<file path="config.mk">
export PLATFORM = sky130hd
export DESIGN_NAME = port_rule_table
export DESIGN_NICKNAME = d
export VERILOG_FILES = /design/src/rtl/prt_pkg.sv /design/src/rtl/port_rule_table.sv /design/src/rtl/prt_ram.sv /design/src/rtl/prt_dp.sv /design/src/rtl/prt_ctrl.sv
export SDC_FILE = /design/constraint.sdc
export NUM_CORES = 1
export LEC_CHECK = 0
export BUFFER_PORTS_ARGS = -buffer_cell sky130_fd_sc_hd__buf_2
export CORE_ASPECT_RATIO = 1.75
export CORE_MARGIN = 5
export CORE_UTILIZATION = 45
export DETAILED_ROUTE_END_ITERATION = 6
export PLACE_DENSITY = 0.62
export SETUP_SLACK_MARGIN = 0.02
export SYNTH_ARGS = -nofsm -noshare
export SYNTH_HDL_FRONTEND = slang
export SYNTH_SLANG_ARGS = --single-unit
</file>
<file path="constraint.sdc">
create_clock -name clk -period 7.98 [get_ports clk]
set_input_delay 1.596 -clock clk [delete_from_list [all_inputs] [get_ports clk]]
set_output_delay 1.596 -clock clk [all_outputs]
set_load 0.03 [all_outputs]
</file>
<file path="src/rtl/prt_pkg.sv">
// prt_pkg: shared types, constants and the kind decoder of the port rule table.
// Used by prt_dp, prt_ctrl and port_rule_table; depends on nothing.
`timescale 1ns / 1ps
package prt_pkg;

	localparam int MAX_RULES_DEF = 32;
	localparam int FUNC_W   = 2;
	localparam int PORT_W   = 16;
	localparam int KIND_W   = 8;
	localparam int SLOT_W   = 5;
	localparam int STATUS_W = 3;
	localparam int TOTAL_W  = 6;
	localparam int CODE_W   = 2;
	localparam int ENTRY_W  = PORT_W + CODE_W;

	localparam logic [KIND_W-1:0] KIND_CH_IN  = 8'h49;
	localparam logic [KIND_W-1:0] KIND_CH_OUT = 8'h4F;
	localparam logic [KIND_W-1:0] KIND_CH_FWD = 8'h46;
	localparam logic [KIND_W-1:0] KIND_CH_PRX = 8'h50;

	localparam logic [CODE_W-1:0] KIND_IN  = 2'd0;
	localparam logic [CODE_W-1:0] KIND_OUT = 2'd1;
	localparam logic [CODE_W-1:0] KIND_FWD = 2'd2;
	localparam logic [CODE_W-1:0] KIND_PRX = 2'd3;

	typedef enum logic [FUNC_W-1:0] {
		FN_LOOKUP = 2'd0,
		FN_INSERT = 2'd1,
		FN_REMOVE = 2'd2,
		FN_NONE   = 2'd3
	} func_t;

	typedef enum logic [STATUS_W-1:0] {
		ST_OK        = 3'd0,
		ST_BAD_KIND  = 3'd1,
		ST_DUPLICATE = 3'd2,
		ST_FULL      = 3'd3,
		ST_BAD_POS   = 3'd4,
		ST_NOT_FOUND = 3'd5
	} status_t;

	typedef enum logic [1:0] {
		SEL_ZERO  = 2'd0,
		SEL_HIT   = 2'd1,
		SEL_COUNT = 2'd2,
		SEL_SLOT  = 2'd3
	} match_sel_t;

	typedef struct packed {
		logic              ok;
		logic [CODE_W-1:0] code;
	} kind_dec_t;

	typedef struct packed {
		logic       load;
		logic       rd;
		logic       shift;
		logic       append;
		logic       remove;
		logic       respond;
		status_t    status;
		match_sel_t sel;
	} cmd_t;

	typedef struct packed {
		func_t func;
		logic  kind_ok;
		logic  slot_ok;
		logic  hit;
		logic  pend;
		logic  more;
		logic  full;
	} sts_t;

	function automatic kind_dec_t kind_decode(input logic [KIND_W-1:0] ch);
		kind_dec_t d;
		d.ok   = 1'b1;
		d.code = KIND_IN;
		case (ch)
			KIND_CH_IN:  d.code = KIND_IN;
			KIND_CH_OUT: d.code = KIND_OUT;
			KIND_CH_FWD: d.code = KIND_FWD;
			KIND_CH_PRX: d.code = KIND_PRX;
			default:     d.ok = 1'b0;
		endcase
		return d;
	endfunction

endpackage

</file>
<file path="src/rtl/port_rule_table.sv">
// port_rule_table: ordered packet-filter port rule table, top level.
// Depends on prt_pkg, prt_ctrl, prt_dp and prt_ram.
//
// Usage:
//   Drive func, port, rule_kind and slot with start high; the transaction is
//   taken at a rising edge where start is high and busy is low. busy stays
//   high while the transaction is worked on.
//   Exactly one result follows each transaction: done is high for one cycle
//   with status, match_slot and rule_total valid in that cycle. The receiver
//   cannot stall; results must be taken when done is high.
//   Lookup and insert scan the stored rules one per cycle through the
//   registered RAM read port, stopping early on a match; an invalid kind or
//   bad position is answered from the dispatch state, without a scan.
//   Remove shifts the rules above the slot down one entry per cycle, one read
//   and one write per cycle.
//   A new transaction can be taken in the cycle its predecessor's result shows.
//   Reset empties the table (rule count zero); RAM contents are not cleared.
`timescale 1ns / 1ps
module port_rule_table #(
	parameter int MAX_RULES = prt_pkg::MAX_RULES_DEF
) (
	input  logic                          clk,
	input  logic                          arst_n,
	input  logic                          start,
	output logic                          busy,
	input  logic [prt_pkg::FUNC_W-1:0]    func,
	input  logic [prt_pkg::PORT_W-1:0]    port,
	input  logic [prt_pkg::KIND_W-1:0]    rule_kind,
	input  logic [prt_pkg::SLOT_W-1:0]    slot,
	output logic                          done,
	output logic [prt_pkg::STATUS_W-1:0]  status,
	output logic [prt_pkg::SLOT_W-1:0]    match_slot,
	output logic [prt_pkg::TOTAL_W-1:0]   rule_total
);
	import prt_pkg::*;

	cmd_t cmd;
	sts_t sts;

	prt_ctrl u_ctrl (
		.clk   (clk),
		.arst_n(arst_n),
		.start (start),
		.busy  (busy),
		.sts   (sts),
		.cmd   (cmd)
	);

	prt_dp #(
		.MAX_RULES(MAX_RULES)
	) u_dp (
		.clk       (clk),
		.arst_n    (arst_n),
		.cmd       (cmd),
		.sts       (sts),
		.func      (func),
		.port      (port),
		.rule_kind (rule_kind),
		.slot      (slot),
		.done      (done),
		.status    (status),
		.match_slot(match_slot),
		.rule_total(rule_total)
	);

endmodule

</file>
<file path="src/rtl/prt_ram.sv">
// prt_ram: generic single-write, single-read RAM with registered read data.
// No dependencies.
`timescale 1ns / 1ps
module prt_ram #(
	parameter int WIDTH = 8,
	parameter int DEPTH = 32
) (
	input  logic                     clk,
	input  logic                     we,
	input  logic [$clog2(DEPTH)-1:0] waddr,
	input  logic [WIDTH-1:0]         wdata,
	input  logic                     re,
	input  logic [$clog2(DEPTH)-1:0] raddr,
	output logic [WIDTH-1:0]         rdata
);

	logic [WIDTH-1:0] mem_q [DEPTH];

	always_ff @(posedge clk) begin
		if (we) begin
			mem_q[waddr] <= wdata;
		end
		if (re) begin
			rdata <= mem_q[raddr];
		end
	end

endmodule

</file>
<file path="src/rtl/prt_dp.sv">
// prt_dp: datapath of the port rule table: rule RAM, count, scan index, read stage
// and result registers. Depends on prt_pkg and prt_ram.
`timescale 1ns / 1ps
module prt_dp #(
	parameter int MAX_RULES = prt_pkg::MAX_RULES_DEF
) (
	input  logic                          clk,
	input  logic                          arst_n,
	input  prt_pkg::cmd_t                 cmd,
	output prt_pkg::sts_t                 sts,
	input  logic [prt_pkg::FUNC_W-1:0]    func,
	input  logic [prt_pkg::PORT_W-1:0]    port,
	input  logic [prt_pkg::KIND_W-1:0]    rule_kind,
	input  logic [prt_pkg::SLOT_W-1:0]    slot,
	output logic                          done,
	output logic [prt_pkg::STATUS_W-1:0]  status,
	output logic [prt_pkg::SLOT_W-1:0]    match_slot,
	output logic [prt_pkg::TOTAL_W-1:0]   rule_total
);
	import prt_pkg::*;

	localparam int AW = $clog2(MAX_RULES);
	localparam int CW = $clog2(MAX_RULES + 1);
	localparam int WW = (CW > TOTAL_W) ? CW : TOTAL_W;
	localparam logic [CW-1:0] MAX_CNT = CW'(MAX_RULES);

	func_t               func_q;
	logic [PORT_W-1:0]   port_q;
	logic [CODE_W-1:0]   code_q;
	logic                kind_ok_q;
	logic [SLOT_W-1:0]   slot_q;
	logic [CW-1:0]       cnt_q;
	logic [CW-1:0]       idx_q;
	logic                rv_s1;
	logic [AW-1:0]       ridx_s1;
	logic                done_q;
	logic [STATUS_W-1:0] status_q;
	logic [SLOT_W-1:0]   match_q;
	logic [TOTAL_W-1:0]  total_q;

	kind_dec_t          kdec;
	logic               rd_go;
	logic               we;
	logic [AW-1:0]      waddr;
	logic [ENTRY_W-1:0] wdata;
	logic [ENTRY_W-1:0] rdata;
	logic [CW-1:0]      cnt_d;
	logic [CW-1:0]      idx_init;
	logic [WW-1:0]      slot_w;
	logic [WW-1:0]      cnt_w;
	logic [WW-1:0]      cnt_d_w;
	logic [WW-1:0]      match_w;

	assign kdec     = kind_decode(rule_kind);
	assign slot_w   = WW'(slot_q);
	assign cnt_w    = WW'(cnt_q);
	assign idx_init = CW'(WW'(slot) + WW'(1));

	assign sts.func    = func_q;
	assign sts.kind_ok = kind_ok_q;
	assign sts.slot_ok = slot_w < cnt_w;
	assign sts.hit     = rv_s1 && (rdata == {port_q, code_q});
	assign sts.pend    = rv_s1;
	assign sts.more    = idx_q < cnt_q;
	assign sts.full    = cnt_q == MAX_CNT;

	assign rd_go = cmd.rd && sts.more;
	assign we    = cmd.append || (cmd.shift && rv_s1);
	assign waddr = cmd.append ? cnt_q[AW-1:0] : ridx_s1 - AW'(1);
	assign wdata = cmd.append ? {port_q, code_q} : rdata;

	prt_ram #(
		.WIDTH(ENTRY_W),
		.DEPTH(MAX_RULES)
	) u_ram (
		.clk  (clk),
		.we   (we),
		.waddr(waddr),
		.wdata(wdata),
		.re   (rd_go),
		.raddr(idx_q[AW-1:0]),
		.rdata(rdata)
	);

	always_comb begin
		cnt_d = cnt_q;
		if (cmd.append) begin
			cnt_d = cnt_q + CW'(1);
		end else if (cmd.remove) begin
			cnt_d = cnt_q - CW'(1);
		end
	end
	assign cnt_d_w = WW'(cnt_d);

	always_comb begin
		case (cmd.sel)
			SEL_HIT:   match_w = WW'(ridx_s1);
			SEL_COUNT: match_w = cnt_w;
			SEL_SLOT:  match_w = slot_w;
			default:   match_w = '0;
		endcase
	end

	always_ff @(posedge clk or negedge arst_n) begin
		if (!arst_n) begin
			cnt_q  <= '0;
			idx_q  <= '0;
			rv_s1  <= 1'b0;
			done_q <= 1'b0;
		end else begin
			cnt_q  <= cnt_d;
			rv_s1  <= rd_go;
			done_q <= cmd.respond;
			if (cmd.load) begin
				idx_q <= (func_t'(func) == FN_REMOVE) ? idx_init : '0;
			end else if (rd_go) begin
				idx_q <= idx_q + CW'(1);
			end
		end
	end

	always_ff @(posedge clk) begin
		if (cmd.load) begin
			func_q    <= func_t'(func);
			port_q    <= port;
			code_q    <= kdec.code;
			kind_ok_q <= kdec.ok;
			slot_q    <= slot;
		end
		if (rd_go) begin
			ridx_s1 <= idx_q[AW-1:0];
		end
		if (cmd.respond) begin
			status_q <= cmd.status;
			match_q  <= match_w[SLOT_W-1:0];
			total_q  <= cnt_d_w[TOTAL_W-1:0];
		end
	end

	assign done       = done_q;
	assign status     = status_q;
	assign match_slot = match_q;
	assign rule_total = total_q;

	a_cnt_bound: assert property (@(posedge clk) disable iff (!arst_n)
		cnt_q <= MAX_CNT)
		else $error("rule count above table size");
	a_done_pulse: assert property (@(posedge clk) disable iff (!arst_n)
		done_q |=> !done_q)
		else $error("result strobe longer than one cycle");
	a_remove_nonempty: assert property (@(posedge clk) disable iff (!arst_n)
		cmd.remove |-> (cnt_q != '0))
		else $error("remove from empty table");

endmodule

</file>
<file path="src/rtl/prt_ctrl.sv">
// prt_ctrl: controller state machine of the port rule table; sequences scan,
// append and shift-down transactions. Depends on prt_pkg.
`timescale 1ns / 1ps
module prt_ctrl (
	input  logic          clk,
	input  logic          arst_n,
	input  logic          start,
	output logic          busy,
	input  prt_pkg::sts_t sts,
	output prt_pkg::cmd_t cmd
);
	import prt_pkg::*;

	typedef enum logic [1:0] {
		S_IDLE,
		S_DISPATCH,
		S_SCAN,
		S_SHIFT
	} state_t;

	state_t state_q;
	state_t state_d;

	always_comb begin
		cmd     = '0;
		state_d = state_q;
		case (state_q)
			S_IDLE: begin
				if (start) begin
					cmd.load = 1'b1;
					state_d  = S_DISPATCH;
				end
			end
			S_DISPATCH: begin
				case (sts.func)
					FN_LOOKUP, FN_INSERT: begin
						if (!sts.kind_ok) begin
							cmd.respond = 1'b1;
							cmd.sel     = SEL_ZERO;
							cmd.status  = (sts.func == FN_INSERT) ? ST_BAD_KIND : ST_NOT_FOUND;
							state_d     = S_IDLE;
						end else begin
							state_d = S_SCAN;
						end
					end
					FN_REMOVE: begin
						if (sts.slot_ok) begin
							state_d = S_SHIFT;
						end else begin
							cmd.respond = 1'b1;
							cmd.sel     = SEL_ZERO;
							cmd.status  = ST_BAD_POS;
							state_d     = S_IDLE;
						end
					end
					default: begin
						cmd.respond = 1'b1;
						cmd.sel     = SEL_ZERO;
						cmd.status  = ST_BAD_POS;
						state_d     = S_IDLE;
					end
				endcase
			end
			S_SCAN: begin
				if (sts.hit) begin
					cmd.respond = 1'b1;
					cmd.sel     = SEL_HIT;
					cmd.status  = (sts.func == FN_INSERT) ? ST_DUPLICATE : ST_OK;
					state_d     = S_IDLE;
				end else if (sts.more) begin
					cmd.rd = 1'b1;
				end else if (!sts.pend) begin
					cmd.respond = 1'b1;
					state_d     = S_IDLE;
					if (sts.func != FN_INSERT) begin
						cmd.sel    = SEL_ZERO;
						cmd.status = ST_NOT_FOUND;
					end else if (sts.full) begin
						cmd.sel    = SEL_ZERO;
						cmd.status = ST_FULL;
					end else begin
						cmd.append = 1'b1;
						cmd.sel    = SEL_COUNT;
						cmd.status = ST_OK;
					end
				end
			end
			S_SHIFT: begin
				cmd.shift = 1'b1;
				cmd.rd    = 1'b1;
				if (!sts.more && !sts.pend) begin
					cmd.remove  = 1'b1;
					cmd.respond = 1'b1;
					cmd.sel     = SEL_SLOT;
					cmd.status  = ST_OK;
					state_d     = S_IDLE;
				end
			end
			default: begin
				state_d = S_IDLE;
			end
		endcase
	end

	always_ff @(posedge clk or negedge arst_n) begin
		if (!arst_n) begin
			state_q <= S_IDLE;
		end else begin
			state_q <= state_d;
		end
	end

	assign busy = state_q != S_IDLE;

	a_respond_idle: assert property (@(posedge clk) disable iff (!arst_n)
		cmd.respond |=> (state_q == S_IDLE))
		else $error("controller not idle after result");
	a_append_ok: assert property (@(posedge clk) disable iff (!arst_n)
		cmd.append |-> (!sts.full && !sts.hit && sts.kind_ok))
		else $error("append into full table or over a duplicate");

endmodule
</file>
==> summary.md <==
| Metric | Value |
|---|---|
| Worst Path Buf+Inv | `1` |
| Post-CTS sizing | `0` |
| Cell family with most CP delay | `flip-flops` |
| Setup-failing EPs final | `0` |
| Congestion Overflow GR | `0` |
| Antenna-violating nets left | `0` |
| DR DRC count | `0` |
| Synthesis Warnings | `0` |
| Share of post-route cells with drive strength above 1 | `0.297` |
| Status | `finished clean` |
| Clk buf depth | `3` |
| WL final | `69.3 mm` |
| Synth unique cells | `54` |
| Cells after Synth | `1228` |
| Synth top area share | `0.733` |
| CTS buffer count | `57` |
| Leading area contributor after synthesis | `edfxtp_1` |
| Slowest cell on crit path | `dfrtp_1` |
| CP endpoint kind | `flop` |
| Max-cap violations | `0` |
| Sequential fraction of the synthesis area | `0.748` |
| Worst EP required | `8.21 ns` |
| DRT iter0 DRCs | `1193` |
| GPL Wtd Cong | `0.876` |
| Most frequent cells in the layout | `639 x edfxtp_1, 180 x mux4_2, 58 x clkbuf_16, 49 x buf_2, 39 x mux2_2` |
| Critical Path Fanout Max | `45` |
| Die area | `63300 um2` |
| Setup WS post-layout | `3.23 ns` |
| Most common cell after layout, fill and taps aside | `edfxtp_1` |
| Cell leakage power | `8.96 nW` |
| Worst setup SP type | `flop` |
| Clock tree from TritonCTS | `yes` |
| FF+latch area | `19600 um2` |
| Avg Synthesized Cell Area | `21.3 um2` |
| Layout area overhead | `11.4%` |
| PwrDens | `380 nW/um2` |
| H-Tree Depth | `2` |
| CP max stage delay | `1.18 ns` |
| CTS clk-pin slew, worst paths | `0.06 ns` |
| Avg WL per Cell | `32.9 um` |
| Mapped Area | `26200 um2` |
| Final period utilization | `0.595` |
| Max Clock Freq | `211 MHz` |
| Hold/Removal Path Class | `flop to flop` |
| Post CTS Setup Buffer Count | `0` |
| Die height | `329 um` |
| Maximum vdd drop | `0.206 mV` |
| Least-Margin Pin Slew | `1.34 ns` |
| Nets | `1331` |
| Core ar. | `58000 um2` |
| CP Data Arrival Time | `4.97 ns` |
| Clock sinks | `655` |
| Via density | `5.95` |
| Ys flop type | `edfxtp_1` |
| DR vias | `12540` |
| Final Hold Vio Count | `0` |
| Cell chain of the critical path | `ha_1 -> a211o_1 -> a21oi_1 -> o21a_1 -> nor3_4 -> buf_4 -> mux2i_1 -> nor2_2` |
| Max Slew Vio Count | `0` |
| Syn nets | `1276` |
| Hold-fix buffers, CTS | `0` |
| Final worst clock skew | `0.0377 ns` |
| Clock Root Buffer | `clkbuf_16` |
| Area of the multi-input gates | `6320 um2` |
| I/O Pins | `50` |
| First-pass GRT wire length | `97.5 mm` |
| Post-route minimum period | `4.75 ns` |
| Number of enable flip-flop cells after synthesis | `639` |
| Initial antenna violation count | `4` |
| Die width | `192 um` |
| Relative slew slack | `0.105` |
| Top cells by area, synth | `edfxtp_1 73%, mux4_2 15%, mux2_2 1.7%` |
| Vias in the first global route | `12929` |
| Largest net degree at the start of global routing | `68` |
| Fillcell total | `4644` |
| RSZ-0062 raised after global routing | `false` |
| Kind of critical path | `flop to flop` |
| Total Routing Usage GR | `0.222` |
| I/O Buffers | `49` |
| Std cell rows | `117` |
| Worst-Skew Late Latency | `0.64 ns` |
| Pre-CTS setup slack | `3.21 ns` |
| Hpwl dp | `46.4 mm` |
| FF+latch count, synth | `655` |
| Final TNS setup | `0 ns` |
| Drt pass-1 iters | `5` |
| Worst hold margin | `0.648 ns` |
| Async SR Flop Fraction | `0.0244` |
| Initial Utilization | `0.452` |
metal layers:
layer	global-route usage	wire length, um
met1	0.254	23800
met2	0.389	37000
met3	0.0369	3760
met4	0.128	4630
met5	0	27
area by class of cell:
cell class,instances,area share
inverter,12,0.00154
tap,773,0.0332
clock inverter,32,0.0122
timing repair buffer,58,0.0107
multi-input combinational,499,0.217
antenna,2,0.000172
sequential,655,0.672
clock buffer,76,0.0531
cells by family (layout without fill, tap and decap cells):
kind of cell    after synthesis  in the layout  share of synthesized area
flops                       655            655                      0.748
mux                         226            226                      0.174
simple gates                164            164                     0.0300
buf+inv                      74            178                     0.0133
compound gates               65             65                     0.0175
xor+xnor                     30             30                     0.0100
fa+ha+maj                    14             14                    0.00669
other cells                   0              2                          0
flip-flops by register name, summed over array words and instances (netlist names):
signal,cells
u_dp.cnt_q,6
u_dp.func_q,2
u_dp.code_q,2
u_dp.kind_ok_q,1
u_dp.match_slot,5
u_dp.idx_q,6
u_dp.port_q,16
u_ctrl.state_q,2
u_dp.rule_total,6
u_dp.u_ram.rdata,18
u_dp.done,1
u_dp.u_ram.mem_q,576
u_dp.rv_s1,1
u_dp.slot_q,5
u_dp.ridx_s1,5
u_dp.status,3
worst register-to-register path: stages, from the launching register on:
cell and delay, ns:
dfrtp_1 1.18, ha_1 0.42, a211o_1 0.29, a21oi_1 0.18
o21a_1 0.38, nor3_4 0.07, buf_4 0.30, mux2i_1 0.43
nor2_2 1.07
Yosys cell counts, types with 2 or more instances:
cell type,number
buf_1,8
nand3_1,11
nor3_1,11
o211ai_1,2
ha_1,14
mux2_2,39
a31oi_1,6
and3_1,6
inv_1,11
o21a_1,2
o31ai_1,4
a221oi_1,3
xor2_1,6
clkbuf_1,30
buf_2,12
a21oi_1,12
nor3b_1,4
xnor2_1,24
or2_2,2
and4_1,2
dfrtp_1,16
nand4_1,11
edfxtp_1,639
nor2_1,62
mux4_2,180
buf_6,3
nor2b_1,7
a41oi_1,4
nand2_1,32
mux2i_1,7
buf_4,9
o22a_1,3
a21o_1,3
or3_1,2
nor4_1,4
o21ai_0,7
a22oi_1,7
nand2b_1,7
through the flow:
step           total power [W]  cells  utilization  cell area (um2)
2_1_floorplan          0.00690   1228            -            26200
3_3_place_gp           0.00834   1997        0.470            27300
3_5_place_dp           0.00838   1997        0.470            27300
4_1_cts                 0.0112   2105        0.503            29200
5_1_grt                 0.0114   2105        0.503            29200
6_report                0.0111   2107        0.503            29200
final timing paths:
path | start | endpoint | slack (ns) | cells after the start
worst max-delay path | u_dp.idx_q[3] | u_dp.u_ram.mem_q[19][12] | 3.23 | 8
worst min-delay path | u_dp.slot_q[2] | u_dp.match_slot[2] | 0.65 | 2
worst max register to register | u_dp.idx_q[3] | u_dp.u_ram.mem_q[19][12] | 3.23 | 8
worst min register to register | u_dp.slot_q[2] | u_dp.match_slot[2] | 0.65 | 2
max in group asynchronous | arst_n | u_dp.idx_q[1] | 6.69 | 1
min in group asynchronous | arst_n | u_dp.done | 0.90 | 1
power breakdown:
group	total (W)	switching, W	internal (W)
registers	0.00493	0.000383	0.00455
clock network	0.00283	0.00126	0.00157
logic	0.00331	0.00212	0.00119
No activity file was read; power rests on OpenSTA's default activity.
